==> src/rtl/core/pn_pkg.sv <==
// ----------------------------------------------------------------------------
// pn_pkg: shared constants and types of the path normalizer
// Character codes, buffer sizes and the structs passed between the scanner
// and the emitter.
// ----------------------------------------------------------------------------
`default_nettype none

package pn_pkg;

  localparam int MAX_LEN = 64;
  localparam int ADDR_W  = $clog2(MAX_LEN);
  localparam int CNT_W   = $clog2(MAX_LEN + 1);

  localparam logic [7:0] CH_SLASH  = 8'h2F;
  localparam logic [7:0] CH_BSLASH = 8'h5C;
  localparam logic [7:0] CH_DOT    = 8'h2E;
  localparam logic [7:0] CH_NONE   = 8'h00;

  // write port into the output buffer
  typedef struct packed {
    logic              en;
    logic [ADDR_W-1:0] addr;
    logic [7:0]        data;
  } pn_wr_t;

  // scan result handed to the emitter
  typedef struct packed {
    logic              valid;
    logic [7:0]        start_idx;
    logic [CNT_W-1:0]  len;
    logic signed [7:0] depth;
  } pn_hand_t;

  function automatic logic is_sep(input logic [7:0] b);
    return (b == CH_SLASH) || (b == CH_BSLASH);
  endfunction

endpackage

`default_nettype wire

==> src/rtl/core/path_normalizer_top.sv <==
// ----------------------------------------------------------------------------
// path_normalizer_top: streaming file path normalizer
// Loads a path byte by byte, reduces it and sends the result forward.
// ----------------------------------------------------------------------------
// Usage:
//   Input: an item is taken at a clock edge with start high and busy low.
//   While loading, one item per cycle is taken. The item with in_last_byte
//   set starts processing; busy stays high until the last result is sent.
//   Bytes past 64 are dropped but a later last byte still starts the work.
//   Output: one item per normalized byte, each shown for one cycle with
//   out_strobe high; the receiver cannot stall, so items are never held.
//   The final item has out_end_of_path set and carries depth and name_pos.
//   An empty result is one item with out_byte_valid low.
// Processing: the scan first fills a three-byte window, then shifts it
//   through the path buffer read port for each byte consumed; compaction
//   of the buffer bytes and emission of the results are both bound by the
//   single read port of the output buffer.
// Reset: synchronous, active low; returns both units to idle. Buffer
//   contents are not cleared.
// ----------------------------------------------------------------------------
`default_nettype none

module path_normalizer_top (
  input  wire logic        clk,
  input  wire logic        rst_n,
  input  wire logic        start,
  output logic             busy,
  input  wire logic [7:0]  in_path_byte,
  input  wire logic        in_last_byte,
  output logic             out_strobe,
  output logic [7:0]       out_byte,
  output logic             out_byte_valid,
  output logic             out_end_of_path,
  output logic signed [7:0] out_depth,
  output logic [6:0]       out_name_pos
);
  import pn_pkg::*;

  pn_wr_t   scan_wr;
  pn_hand_t hand;
  logic     scan_busy;
  logic     emit_busy;

  assign busy = scan_busy || emit_busy;

  pn_scanner u_scanner (
    .clk          (clk),
    .rst_n        (rst_n),
    .start        (start),
    .in_path_byte (in_path_byte),
    .in_last_byte (in_last_byte),
    .emit_busy    (emit_busy),
    .busy         (scan_busy),
    .out_wr       (scan_wr),
    .hand         (hand)
  );

  pn_emitter u_emitter (
    .clk             (clk),
    .rst_n           (rst_n),
    .scan_wr         (scan_wr),
    .hand            (hand),
    .busy            (emit_busy),
    .out_strobe      (out_strobe),
    .out_byte        (out_byte),
    .out_byte_valid  (out_byte_valid),
    .out_end_of_path (out_end_of_path),
    .out_depth       (out_depth),
    .out_name_pos    (out_name_pos)
  );

endmodule

`default_nettype wire

==> src/rtl/core/pn_scanner.sv <==
// ----------------------------------------------------------------------------
// pn_scanner: path buffer load and backward scan
// Stores incoming bytes, then walks the buffer from its end with a
// three-byte window and writes the reduced path backwards into the
// output buffer of the emitter.
// ----------------------------------------------------------------------------
`default_nettype none

module pn_scanner (
  input  wire logic            clk,
  input  wire logic            rst_n,
  input  wire logic            start,
  input  wire logic [7:0]      in_path_byte,
  input  wire logic            in_last_byte,
  input  wire logic            emit_busy,
  output logic                 busy,
  output pn_pkg::pn_wr_t       out_wr,
  output pn_pkg::pn_hand_t     hand
);
  import pn_pkg::*;

  localparam logic [2:0] S_IDLE  = 3'd0;
  localparam logic [2:0] S_SHIFT = 3'd1;
  localparam logic [2:0] S_CAP   = 3'd2;
  localparam logic [2:0] S_EVAL  = 3'd3;
  localparam logic [2:0] S_FIN   = 3'd4;

  localparam logic [1:0] M_TOP  = 2'd0;
  localparam logic [1:0] M_SEP  = 2'd1;
  localparam logic [1:0] M_NAME = 2'd2;

  logic [7:0] path_mem [MAX_LEN];
  logic [7:0] rd_data_r;

  logic [2:0]        state_r, state_nxt;
  logic [1:0]        mode_r, mode_nxt;
  logic [1:0]        shift_r, shift_nxt;
  logic [CNT_W-1:0]  load_cnt_r, load_cnt_nxt;
  logic [CNT_W-1:0]  n_r, n_nxt;
  logic signed [7:0] rp_r, rp_nxt;
  logic signed [7:0] wp_r, wp_nxt;
  logic [CNT_W-1:0]  skip_r, skip_nxt;
  logic signed [7:0] depth_r, depth_nxt;
  logic              trail_r, trail_nxt;
  logic              first_r, first_nxt;
  logic [7:0]        w0_r, w1_r, w2_r;
  logic [7:0]        w0_nxt, w1_nxt, w2_nxt;

  logic              accept;
  logic              room;
  logic [CNT_W-1:0]  cnt_after;
  logic signed [7:0] rp_m3;
  logic              v0, v1, v2;
  logic              put_en;
  logic [7:0]        put_data;

  assign accept    = start && (state_r == S_IDLE) && !emit_busy;
  assign busy      = (state_r != S_IDLE);
  assign room      = (load_cnt_r < CNT_W'(MAX_LEN));
  assign cnt_after = room ? (load_cnt_r + CNT_W'(1)) : load_cnt_r;
  assign rp_m3     = rp_r - 8'sd3;
  assign v0        = (rp_r >= 8'sd0);
  assign v1        = (rp_r >= 8'sd1);
  assign v2        = (rp_r >= 8'sd2);

  // path buffer: written on load, read at the far end of the window
  always_ff @(posedge clk) begin
    if (accept && room) begin
      path_mem[load_cnt_r[ADDR_W-1:0]] <= in_path_byte;
    end
    rd_data_r <= path_mem[rp_m3[ADDR_W-1:0]];
  end

  // scan control
  always_comb begin
    state_nxt    = state_r;
    mode_nxt     = mode_r;
    shift_nxt    = shift_r;
    load_cnt_nxt = load_cnt_r;
    n_nxt        = n_r;
    rp_nxt       = rp_r;
    wp_nxt       = wp_r;
    skip_nxt     = skip_r;
    depth_nxt    = depth_r;
    trail_nxt    = trail_r;
    first_nxt    = first_r;
    w0_nxt       = w0_r;
    w1_nxt       = w1_r;
    w2_nxt       = w2_r;
    put_en       = 1'b0;
    put_data     = CH_NONE;

    unique case (state_r)
      S_IDLE: begin
        if (accept) begin
          load_cnt_nxt = cnt_after;
          if (in_last_byte) begin
            // window starts three past the end so three shifts fill it
            n_nxt        = cnt_after;
            rp_nxt       = $signed({1'b0, cnt_after}) + 8'sd2;
            wp_nxt       = $signed({1'b0, cnt_after}) - 8'sd1;
            load_cnt_nxt = '0;
            skip_nxt     = '0;
            depth_nxt    = '0;
            trail_nxt    = 1'b0;
            first_nxt    = 1'b0;
            mode_nxt     = M_TOP;
            shift_nxt    = 2'd3;
            state_nxt    = S_SHIFT;
          end
        end
      end
      S_SHIFT: begin
        w0_nxt    = w1_r;
        w1_nxt    = w2_r;
        rp_nxt    = rp_r - 8'sd1;
        state_nxt = S_CAP;
      end
      S_CAP: begin
        w2_nxt    = rd_data_r;
        shift_nxt = shift_r - 2'd1;
        state_nxt = (shift_r == 2'd1) ? S_EVAL : S_SHIFT;
      end
      S_EVAL: begin
        unique case (mode_r)
          M_SEP: begin
            if (v0 && is_sep(w0_r)) begin
              shift_nxt = 2'd1;
              state_nxt = S_SHIFT;
            end else begin
              mode_nxt = M_TOP;
            end
          end
          M_NAME: begin
            if (v0 && !is_sep(w0_r)) begin
              put_en    = 1'b1;
              put_data  = (skip_r == '0) ? w0_r : CH_NONE;
              shift_nxt = 2'd1;
              state_nxt = S_SHIFT;
            end else begin
              if (skip_r != '0) begin
                skip_nxt = skip_r - CNT_W'(1);
              end
              mode_nxt = M_TOP;
            end
          end
          default: begin
            priority if (!v0) begin
              state_nxt = S_FIN;
            end else if (is_sep(w0_r)) begin
              first_nxt = 1'b1;
              if (!first_r) begin
                trail_nxt = 1'b1;
              end
              depth_nxt = depth_r + 8'sd1;
              put_en    = 1'b1;
              put_data  = (skip_r == '0) ? CH_SLASH : CH_NONE;
              mode_nxt  = M_SEP;
              shift_nxt = 2'd1;
              state_nxt = S_SHIFT;
            end else if ((w0_r == CH_DOT) && (!v1 || is_sep(w1_r))) begin
              // "." component
              first_nxt = 1'b1;
              depth_nxt = depth_r - 8'sd1;
              wp_nxt    = wp_r + 8'sd1;
              shift_nxt = 2'd1;
              state_nxt = S_SHIFT;
            end else if ((w0_r == CH_DOT) && v1 && (w1_r == CH_DOT) &&
                         (!v2 || is_sep(w2_r))) begin
              // ".." component: suppress the next name
              first_nxt = 1'b1;
              depth_nxt = depth_r - 8'sd2;
              wp_nxt    = wp_r + 8'sd1;
              skip_nxt  = skip_r + CNT_W'(1);
              shift_nxt = 2'd2;
              state_nxt = S_SHIFT;
            end else begin
              first_nxt = 1'b1;
              put_en    = 1'b1;
              put_data  = (skip_r == '0) ? w0_r : CH_NONE;
              mode_nxt  = M_NAME;
              shift_nxt = 2'd1;
              state_nxt = S_SHIFT;
            end
          end
        endcase
      end
      S_FIN: begin
        state_nxt = S_IDLE;
      end
      default: begin
        state_nxt = S_IDLE;
      end
    endcase

    if (put_en) begin
      wp_nxt = wp_r - 8'sd1;
    end
  end

  // writes outside the buffer, below entry 0 or past entry 63, are dropped
  always_comb begin
    out_wr.en   = put_en && !wp_r[7] && !wp_r[6];
    out_wr.addr = wp_r[ADDR_W-1:0];
    out_wr.data = put_data;
  end

  always_comb begin
    hand.valid     = (state_r == S_FIN);
    hand.start_idx = 8'(wp_r + 8'sd1);
    hand.len       = n_r;
    hand.depth     = trail_r ? (depth_r - 8'sd1) : depth_r;
  end

  always_ff @(posedge clk) begin
    if (!rst_n) begin
      state_r    <= S_IDLE;
      mode_r     <= M_TOP;
      shift_r    <= '0;
      load_cnt_r <= '0;
      skip_r     <= '0;
      trail_r    <= 1'b0;
      first_r    <= 1'b0;
    end else begin
      state_r    <= state_nxt;
      mode_r     <= mode_nxt;
      shift_r    <= shift_nxt;
      load_cnt_r <= load_cnt_nxt;
      skip_r     <= skip_nxt;
      trail_r    <= trail_nxt;
      first_r    <= first_nxt;
    end
    n_r     <= n_nxt;
    rp_r    <= rp_nxt;
    wp_r    <= wp_nxt;
    depth_r <= depth_nxt;
    w0_r    <= w0_nxt;
    w1_r    <= w1_nxt;
    w2_r    <= w2_nxt;
  end

endmodule

`default_nettype wire

==> src/rtl/core/pn_emitter.sv <==
// ----------------------------------------------------------------------------
// pn_emitter: output buffer, compaction and forward emission
// Holds the backward-built path, squeezes out dropped bytes in place while
// tracking the last component start, then sends the bytes forward.
// ----------------------------------------------------------------------------
`default_nettype none

module pn_emitter (
  input  wire logic              clk,
  input  wire logic              rst_n,
  input  wire pn_pkg::pn_wr_t    scan_wr,
  input  wire pn_pkg::pn_hand_t  hand,
  output logic                   busy,
  output logic                   out_strobe,
  output logic [7:0]             out_byte,
  output logic                   out_byte_valid,
  output logic                   out_end_of_path,
  output logic signed [7:0]      out_depth,
  output logic [6:0]             out_name_pos
);
  import pn_pkg::*;

  localparam logic [2:0] E_IDLE  = 3'd0;
  localparam logic [2:0] E_CRD   = 3'd1;
  localparam logic [2:0] E_CWR   = 3'd2;
  localparam logic [2:0] E_START = 3'd3;
  localparam logic [2:0] E_NRD   = 3'd4;
  localparam logic [2:0] E_OUT   = 3'd5;
  localparam logic [2:0] E_EMPTY = 3'd6;

  // the slot one past the end is never read back, so it is not stored
  logic [7:0] out_mem [MAX_LEN];
  logic [7:0] rd_r;

  logic [2:0]        state_r, state_nxt;
  logic [CNT_W-1:0]  i_r, i_nxt;
  logic [CNT_W-1:0]  n_r, n_nxt;
  logic [CNT_W-1:0]  len_r, len_nxt;
  logic [CNT_W-1:0]  j_r, j_nxt;
  logic [CNT_W-1:0]  np_r, np_nxt;
  logic [CNT_W-1:0]  lsp_r, lsp_nxt;
  logic signed [7:0] depth_r, depth_nxt;

  pn_wr_t            cwr;
  pn_wr_t            wr;
  logic [ADDR_W-1:0] rd_addr;
  logic              is_last;

  assign busy    = (state_r != E_IDLE);
  assign rd_addr = (state_r == E_CRD) ? i_r[ADDR_W-1:0] : j_r[ADDR_W-1:0];
  assign wr      = scan_wr.en ? scan_wr : cwr;

  always_ff @(posedge clk) begin
    if (wr.en) begin
      out_mem[wr.addr] <= wr.data;
    end
    rd_r <= out_mem[rd_addr];
  end

  always_comb begin
    state_nxt = state_r;
    i_nxt     = i_r;
    n_nxt     = n_r;
    len_nxt   = len_r;
    j_nxt     = j_r;
    np_nxt    = np_r;
    lsp_nxt   = lsp_r;
    depth_nxt = depth_r;
    cwr       = '0;

    unique case (state_r)
      E_IDLE: begin
        if (hand.valid) begin
          n_nxt     = hand.len;
          depth_nxt = hand.depth;
          len_nxt   = '0;
          np_nxt    = '0;
          lsp_nxt   = '0;
          i_nxt     = hand.start_idx[CNT_W-1:0];
          state_nxt = (hand.start_idx >= {1'b0, hand.len}) ? E_START : E_CRD;
        end
      end
      E_CRD: begin
        state_nxt = E_CWR;
      end
      E_CWR: begin
        // keep non-empty bytes; note where each component starts
        if (rd_r != CH_NONE) begin
          cwr.en   = 1'b1;
          cwr.addr = len_r[ADDR_W-1:0];
          cwr.data = rd_r;
          len_nxt  = len_r + CNT_W'(1);
          if (is_sep(rd_r)) begin
            lsp_nxt = len_r + CNT_W'(1);
          end else begin
            np_nxt = lsp_r;
          end
        end
        i_nxt     = i_r + CNT_W'(1);
        state_nxt = ((i_r + CNT_W'(1)) == n_r) ? E_START : E_CRD;
      end
      E_START: begin
        j_nxt     = '0;
        state_nxt = (len_r == '0) ? E_EMPTY : E_NRD;
      end
      E_NRD: begin
        state_nxt = E_OUT;
      end
      E_OUT: begin
        j_nxt     = j_r + CNT_W'(1);
        state_nxt = ((j_r + CNT_W'(1)) == len_r) ? E_IDLE : E_NRD;
      end
      E_EMPTY: begin
        state_nxt = E_IDLE;
      end
      default: begin
        state_nxt = E_IDLE;
      end
    endcase
  end

  // result ports
  always_comb begin
    is_last         = (state_r == E_EMPTY) ||
                      ((state_r == E_OUT) && ((j_r + CNT_W'(1)) == len_r));
    out_strobe      = (state_r == E_OUT) || (state_r == E_EMPTY);
    out_byte        = (state_r == E_OUT) ? rd_r : CH_NONE;
    out_byte_valid  = (state_r == E_OUT);
    out_end_of_path = is_last;
    out_depth       = is_last ? depth_r : 8'sd0;
    out_name_pos    = is_last ? 7'(np_r) : 7'd0;
  end

  always_ff @(posedge clk) begin
    if (!rst_n) begin
      state_r <= E_IDLE;
    end else begin
      state_r <= state_nxt;
    end
    i_r     <= i_nxt;
    n_r     <= n_nxt;
    len_r   <= len_nxt;
    j_r     <= j_nxt;
    np_r    <= np_nxt;
    lsp_r   <= lsp_nxt;
    depth_r <= depth_nxt;
  end

endmodule

`default_nettype wire

==> config.mk <==
export PLATFORM = sky130hd
export DESIGN_NAME = path_normalizer_top
export DESIGN_NICKNAME = d
export VERILOG_FILES = /design/src/rtl/core/pn_pkg.sv /design/src/rtl/core/path_normalizer_top.sv /design/src/rtl/core/pn_scanner.sv /design/src/rtl/core/pn_emitter.sv
export SDC_FILE = /design/constraint.sdc
export NUM_CORES = 2
export LEC_CHECK = 0
export ABC_CLOCK_PERIOD_IN_PS = 13150
export BUFFER_PORTS_ARGS = -buffer_cell sky130_fd_sc_hd__buf_4
export CAP_MARGIN = 20
export CORE_UTILIZATION = 68
export CTS_CLUSTER_SIZE = 14
export DETAILED_ROUTE_END_ITERATION = 8
export GPL_TIMING_DRIVEN = 0
export PLACE_DENSITY = 0.92
export SLEW_MARGIN = 10
export SYNTH_ARGS = -nofsm -noshare
export SYNTH_HDL_FRONTEND = slang
export SYNTH_SLANG_ARGS = --single-unit
==> constraint.sdc <==
create_clock -name clk -period 13.15 [get_ports clk]
set_clock_uncertainty 0.2 [all_clocks]
set_input_delay 3.945 -clock clk [delete_from_list [all_inputs] [get_ports clk]]
set_output_delay 3.945 -clock clk [all_outputs]
set_load 0.03 [all_outputs]
After elaboration in Yosys (flattened, before gate mapping)
Memories as Yosys holds them, arrays and structs flattened. A register that Yosys moved wholly into a read port is not among the register bits.
Index checks and enable logic that the tools add are counted.

word-level totals
  flip-flop bits (word level) = 131
  memory bits (writable) = 1024
  logic and storage cells = 274
  memories kept = 2
  output and inout port bits = 27
  input bits = 12

cells by class
  magnitude comparators = 5
  reduce and logical (&&, ||, !) cells = 58
  $add $sub $neg = 16
  mux-type cells = 116
  eq/ne operators = 55

memories
  memory              words  width  rd ports  clocked after memory_dff  write ports  RTL line          text
  u_emitter.out_mem   64     8      1         1                         1            pn_emitter.sv:32  logic [7:0] out_mem [MAX_LEN];
  u_scanner.path_mem  64     8      1         1                         1            pn_scanner.sv:32  logic [7:0] path_mem [MAX_LEN];

operator list
  operator                                                            count
  8-bit 2-to-1 mux                                                    27
  7-bit 2-to-1 mux                                                    18
  7-bit one-hot mux with 2 select lines                               7
  8-bit one-hot mux with 2 select lines                               4
  8-bit by 6-bit == test with 1-bit output, second input constant     6
  15-bit 2-to-1 mux                                                   3
  2-bit 2-to-1 mux                                                    20
  7-bit by 1-bit adder with 7-bit output, second input constant       5
  8-bit by 7-bit == test with 1-bit output, second input constant     4
  8-bit by 2-bit subtractor with 8-bit output, second input constant  3
  3-bit 2-to-1 mux                                                    7
  1-bit 2-to-1 mux                                                    18
  3-bit by 2-bit != test with 1-bit output, second input constant     6
  3-bit one-hot mux with 6 select lines                               1
  8-bit by 2-bit adder with 8-bit output, second input constant       2
  7-bit == test                                                       2
  7-bit zero test                                                     2
  7-bit AND reduction                                                 2
  3-bit by 2-bit == test with 1-bit output, second input constant     4
  3-bit == test, second input constant                                4
  1-bit logical AND                                                   12
  6-bit 2-to-1 mux                                                    2
  2-bit != test, second input constant                                6
  3-bit by 1-bit != test with 1-bit output, second input constant     4
  other kinds (38)                                                    81

Depth between registers and ports, before layout
  depth after elaboration = 15
  gate-level depth with buffers = 14
  gate-level depth less buffers = 10

Cells and area by module
A second synthesis with hierarchy kept.

unflattened totals
  cells, all modules = 3152
  area total of the unflattened synthesis = 50688.6 µm²

modules (own cells, without submodules)
  module               seq. area each (µm²)  times used  cells an instance  area each (µm²)
  pn_scanner           17646.9               1           1515               25414.4
  pn_emitter           17096.4               1           1636               25268.0
  path_normalizer_top  0.0                   1           1                  6.3

Worst setup path after synthesis
Ideal clock, no wire load.

  kind = register to register
  start point = reg u_scanner.rp_r[0]
  end point = mem u_emitter.out_mem[0][1], data pin
  setup time = 0.720 ns
  data arrival time = 5.774 ns
  path slack = 6.456 ns
  data required time = 12.230 ns
  stages on the path, launching flop included = 13
  clock period less this slack = 6.694 ns
  buffers on the path = 5
  cell sequence = edfxtp_1 clkbuf_1 clkbuf_1 buf_1 inv_1 ha_1 a41o_1 a22oi_2 o21ai_2 a2111o_1 buf_4 buf_2 o31ai_1

RTL lines
  what                    RTL line           text
  start, declared         pn_scanner.sv:40   logic signed [7:0] rp_r, rp_nxt;
  start signal, assigned  pn_scanner.sv:234  rp_r <= rp_nxt;
  end, declared           pn_emitter.sv:32

Final worst setup path
  start point = reg u_emitter.j_r[0]
  end point = out out_depth[4]

on the way
  word-level cells in the longest chain between the ends = 5

RTL lines
  what                                    RTL line                   text
  start, declared                         pn_emitter.sv:39           logic [CNT_W-1:0] j_r, j_nxt;
  start signal, assigned                  pn_emitter.sv:143          j_r <= j_nxt;
  7-bit by 1-bit adder with 7-bit output  pn_emitter.sv:125          ((state_r == E_OUT) && ((j_r + CNT_W'(1)) == len_r));
  7-bit == test                           pn_emitter.sv:125
  1-bit logical AND                       pn_emitter.sv:125
  1-bit logical OR                        pn_emitter.sv:124          is_last = (state_r == E_EMPTY) ||
  8-bit 2-to-1 mux                        pn_emitter.sv:130          out_depth = is_last ? depth_r : 8'sd0;
  end, declared                           path_normalizer_top.sv:34  output logic signed [7:0] out_depth,

No other way between the ends.

==> metrics.yaml <==
sta:
  worst_pin_slew_ns: 1.14
  period_needed_ns: 8.05
  slew_violations: 0
  finalHoldWorstSlack_ns: 0.206
  setup_ws_ns: 5.10
  relSlewSlack: 0.222
  rsz0062_at_grt: "no"
  hold_violations: 0
  max_freq_ghz: 0.124
  setup_viol: 0
  timing.setup.tns_ns: 0
  period_share: 0.612
drt:
  drcViolationCount: 0
  ant_nets: 0
  drt_wl_total_um: 137000
  vias: 29700
  avgRoutedWirePerCell_um: 34.0
  vias_per_cell: 7.37
  first_pass_iters: 6
  drt_iter0_markers: 5117
clock_tree:
  clockBufferDepth: 3
  clockRootBuffer: "clkbuf_16"
  cts_buffers: 109
  clk_pin_slew_ns: 0.07
  cts_setup_buffers: 0
  cts_tree: "built"
  clock_latency_ns: 0.71
  cts_resized: 0
  ctsHtreeMaxLevel: 3
  holdBufCountCts: 0
  cts_sinks: 1171
worst_setup_path:
  cp-end-kind: "primary output"
  crit_arrival_ns: 3.90
  critPathRequiredTime_ns: 9.01
  path_max_fanout: 10
  cp-start-kind: "register"
  crit_type: "reg2out"
yosys:
  yosys-top-cells-count: "1129 x edfxtp_1, 255 x nand2_1, 230 x mux4_2"
  synthSimpleGateAreaFrac: 0.0798
  synth_top_family_by_area: "multiplexers"
  ys_seq_area_frac: 0.721
  ys_async_sr_fraction: 0
  synth_edf_count: 1129
  synth_fa_ha_area_frac: 0.00951
  yosysWarnings: 0
  syn_nets: 2866
  synth_mux_area_frac: 0.127
  synth.largest_area_cell: "edfxtp_1"
  ys.flop_type: "edfxtp_1"
  synth_cell_type_count: 80
  synth-compound-area-share: 0.0333
  synth.most_common_cell: "edfxtp_1"
  syn_inst: 2818
  synthTopCellsByArea: "edfxtp_1 70%, mux4_2 11%, nand2_1 2.0%"
  synthesis.area_um2: 48200
  synth_xor_area_frac: 0.0131
  syn_area_per_cell_um2: 17.1
  netlist.area_leader.share: 0.704
  synth_seq_cells: 1171
place:
  hpwl_um: 82500
  portBuffers: 37
  dpl_cell_area_um2: 50100
  globalplace.congestion: 0.940
  dp_slack_ns: 5.92
  place_inst: 3820
layout:
  final_cells: 4031
  num-nets-final: 3046
  finalInstanceArea_um2: 53600
  area_growth_pct: 11.3
  post-route-util: 0.765
  drive_above_1_share: 0.169
  fillCellCount: 3425
power_and_ir_drop:
  total_power_mw: 7.76
  peakVddDrop_v: 0.000175
  p_leak_nw: 16.6
  power-per-cell-area_nw_per_um2: 145
die:
  boundaryPins: 39
  die-height_um: 268
  core-area_um2: 70000
  die_x_um: 268
  initial_core_util: 0.688
  die_area_um2: 71900
  rows: 97
grt:
  grt_pass1_vias: 29100
  overflow: 0
  grt_pass1_wl_um: 195000
  antenna_found_initial: 4
  grt_max_degree: 65
  grt_util_all_layers: 0.385
outcome:
  outcome: "finished, final reports clean"
min_path:
  hp-class: "reg2reg"
flow_run:
  maxCapViolations: 0
==> cell type report <==
| class | count | area (um2) | area share |
|---|---|---|---|
| multi-input combinational | 1470 | 12700 | 0.238 |
| antenna | 1 | 2.50 | 0.0000467 |
| inverter | 40 | 150 | 0.00280 |
| timing repair buffer | 69 | 738 | 0.0138 |
| sequential | 1171 | 34700 | 0.648 |
| clock inverter | 56 | 443 | 0.00826 |
| tap | 940 | 1180 | 0.0219 |
| clock buffer | 147 | 2980 | 0.0555 |
| buffer | 137 | 631 | 0.0118 |
==> worst paths after layout <==
check,startpoint,endpoint,slack (ns),cells after the start
worst max-delay path,u_emitter.j_r[0],out_depth[4],5.10,9
worst min-delay path,u_scanner.rd_data_r[3],u_scanner.w2_r[3],0.21,0
worst max register to register,u_scanner.rp_r[0],u_emitter.out_mem[50][2],6.76,12
worst min register to register,u_scanner.rd_data_r[3],u_scanner.w2_r[3],0.21,0
==> state kept, by name, summed over array words and instances (netlist names), 7 cells and up <==
register and count:
u_scanner.w2_r 8, u_scanner.rd_data_r 8, u_scanner.rp_r 8, u_scanner.path_mem 512
u_emitter.rd_r 8, u_emitter.depth_r 8, u_emitter.lsp_r 7, u_emitter.out_mem 512
u_emitter.i_r 7, u_emitter.np_r 7, u_emitter.len_r 7, u_scanner.load_cnt_r 7
u_scanner.depth_r 8, u_scanner.wp_r 8, u_emitter.j_r 7, u_scanner.w1_r 8
u_scanner.skip_r 7, u_scanner.w0_r 8, u_emitter.n_r 7, u_scanner.n_r 7
==> report_power, final <==
part	internal, mW	switching [mW]	total, mW
Sequential	4.09	0.0201	4.11
Clock	1.65	1.42	3.07
Combinational	0.229	0.346	0.575
Total	5.98	1.79	7.76
==> routing by layer <==
| layer | track usage | wire, um | vias up |
|---|---|---|---|
| met3 | 0.0816 | 15500 | 661 |
| li1 | - | - | 11500 |
| met4 | 0.253 | 10600 | 2 |
| met1 | 0.463 | 43200 | 14600 |
| met5 | 0 | 40 | - |
| met2 | 0.635 | 67600 | 2962 |
==> worst max-delay path: stages, from the launching register on <==
cell and delay, ns:
edfxtp_1 0.55, ha_1 0.30, nand3_1 0.13, xor2_1 0.26, xnor2_1 0.09, or4_1 0.48, o41ai_2 0.68, clkbuf_1 0.36
and3_1 0.22, buf_4 0.16
==> cells by family after synthesis <==
family          after synthesis
compound gates              234
fa+ha+maj                    36
mux                         317
buf+inv                     177
flops                      1171
xor+xnor                     72
simple gates                811
==> layout by cell type, fill, tap and decap left out, drive strengths merged, types with 42 or more instances in the layout <==
cell	instances
nor2	211
o21ai	48
edfxtp	1129
mux2i	72
a21oi	43
clkbuf	231
xnor2	44
mux4	231
clkinv	49
nand2	255
buf	122
and3	50
nor3	45
inv	42
dfxtp	42
nand3	106
Power figures use the tool's default switching activity.
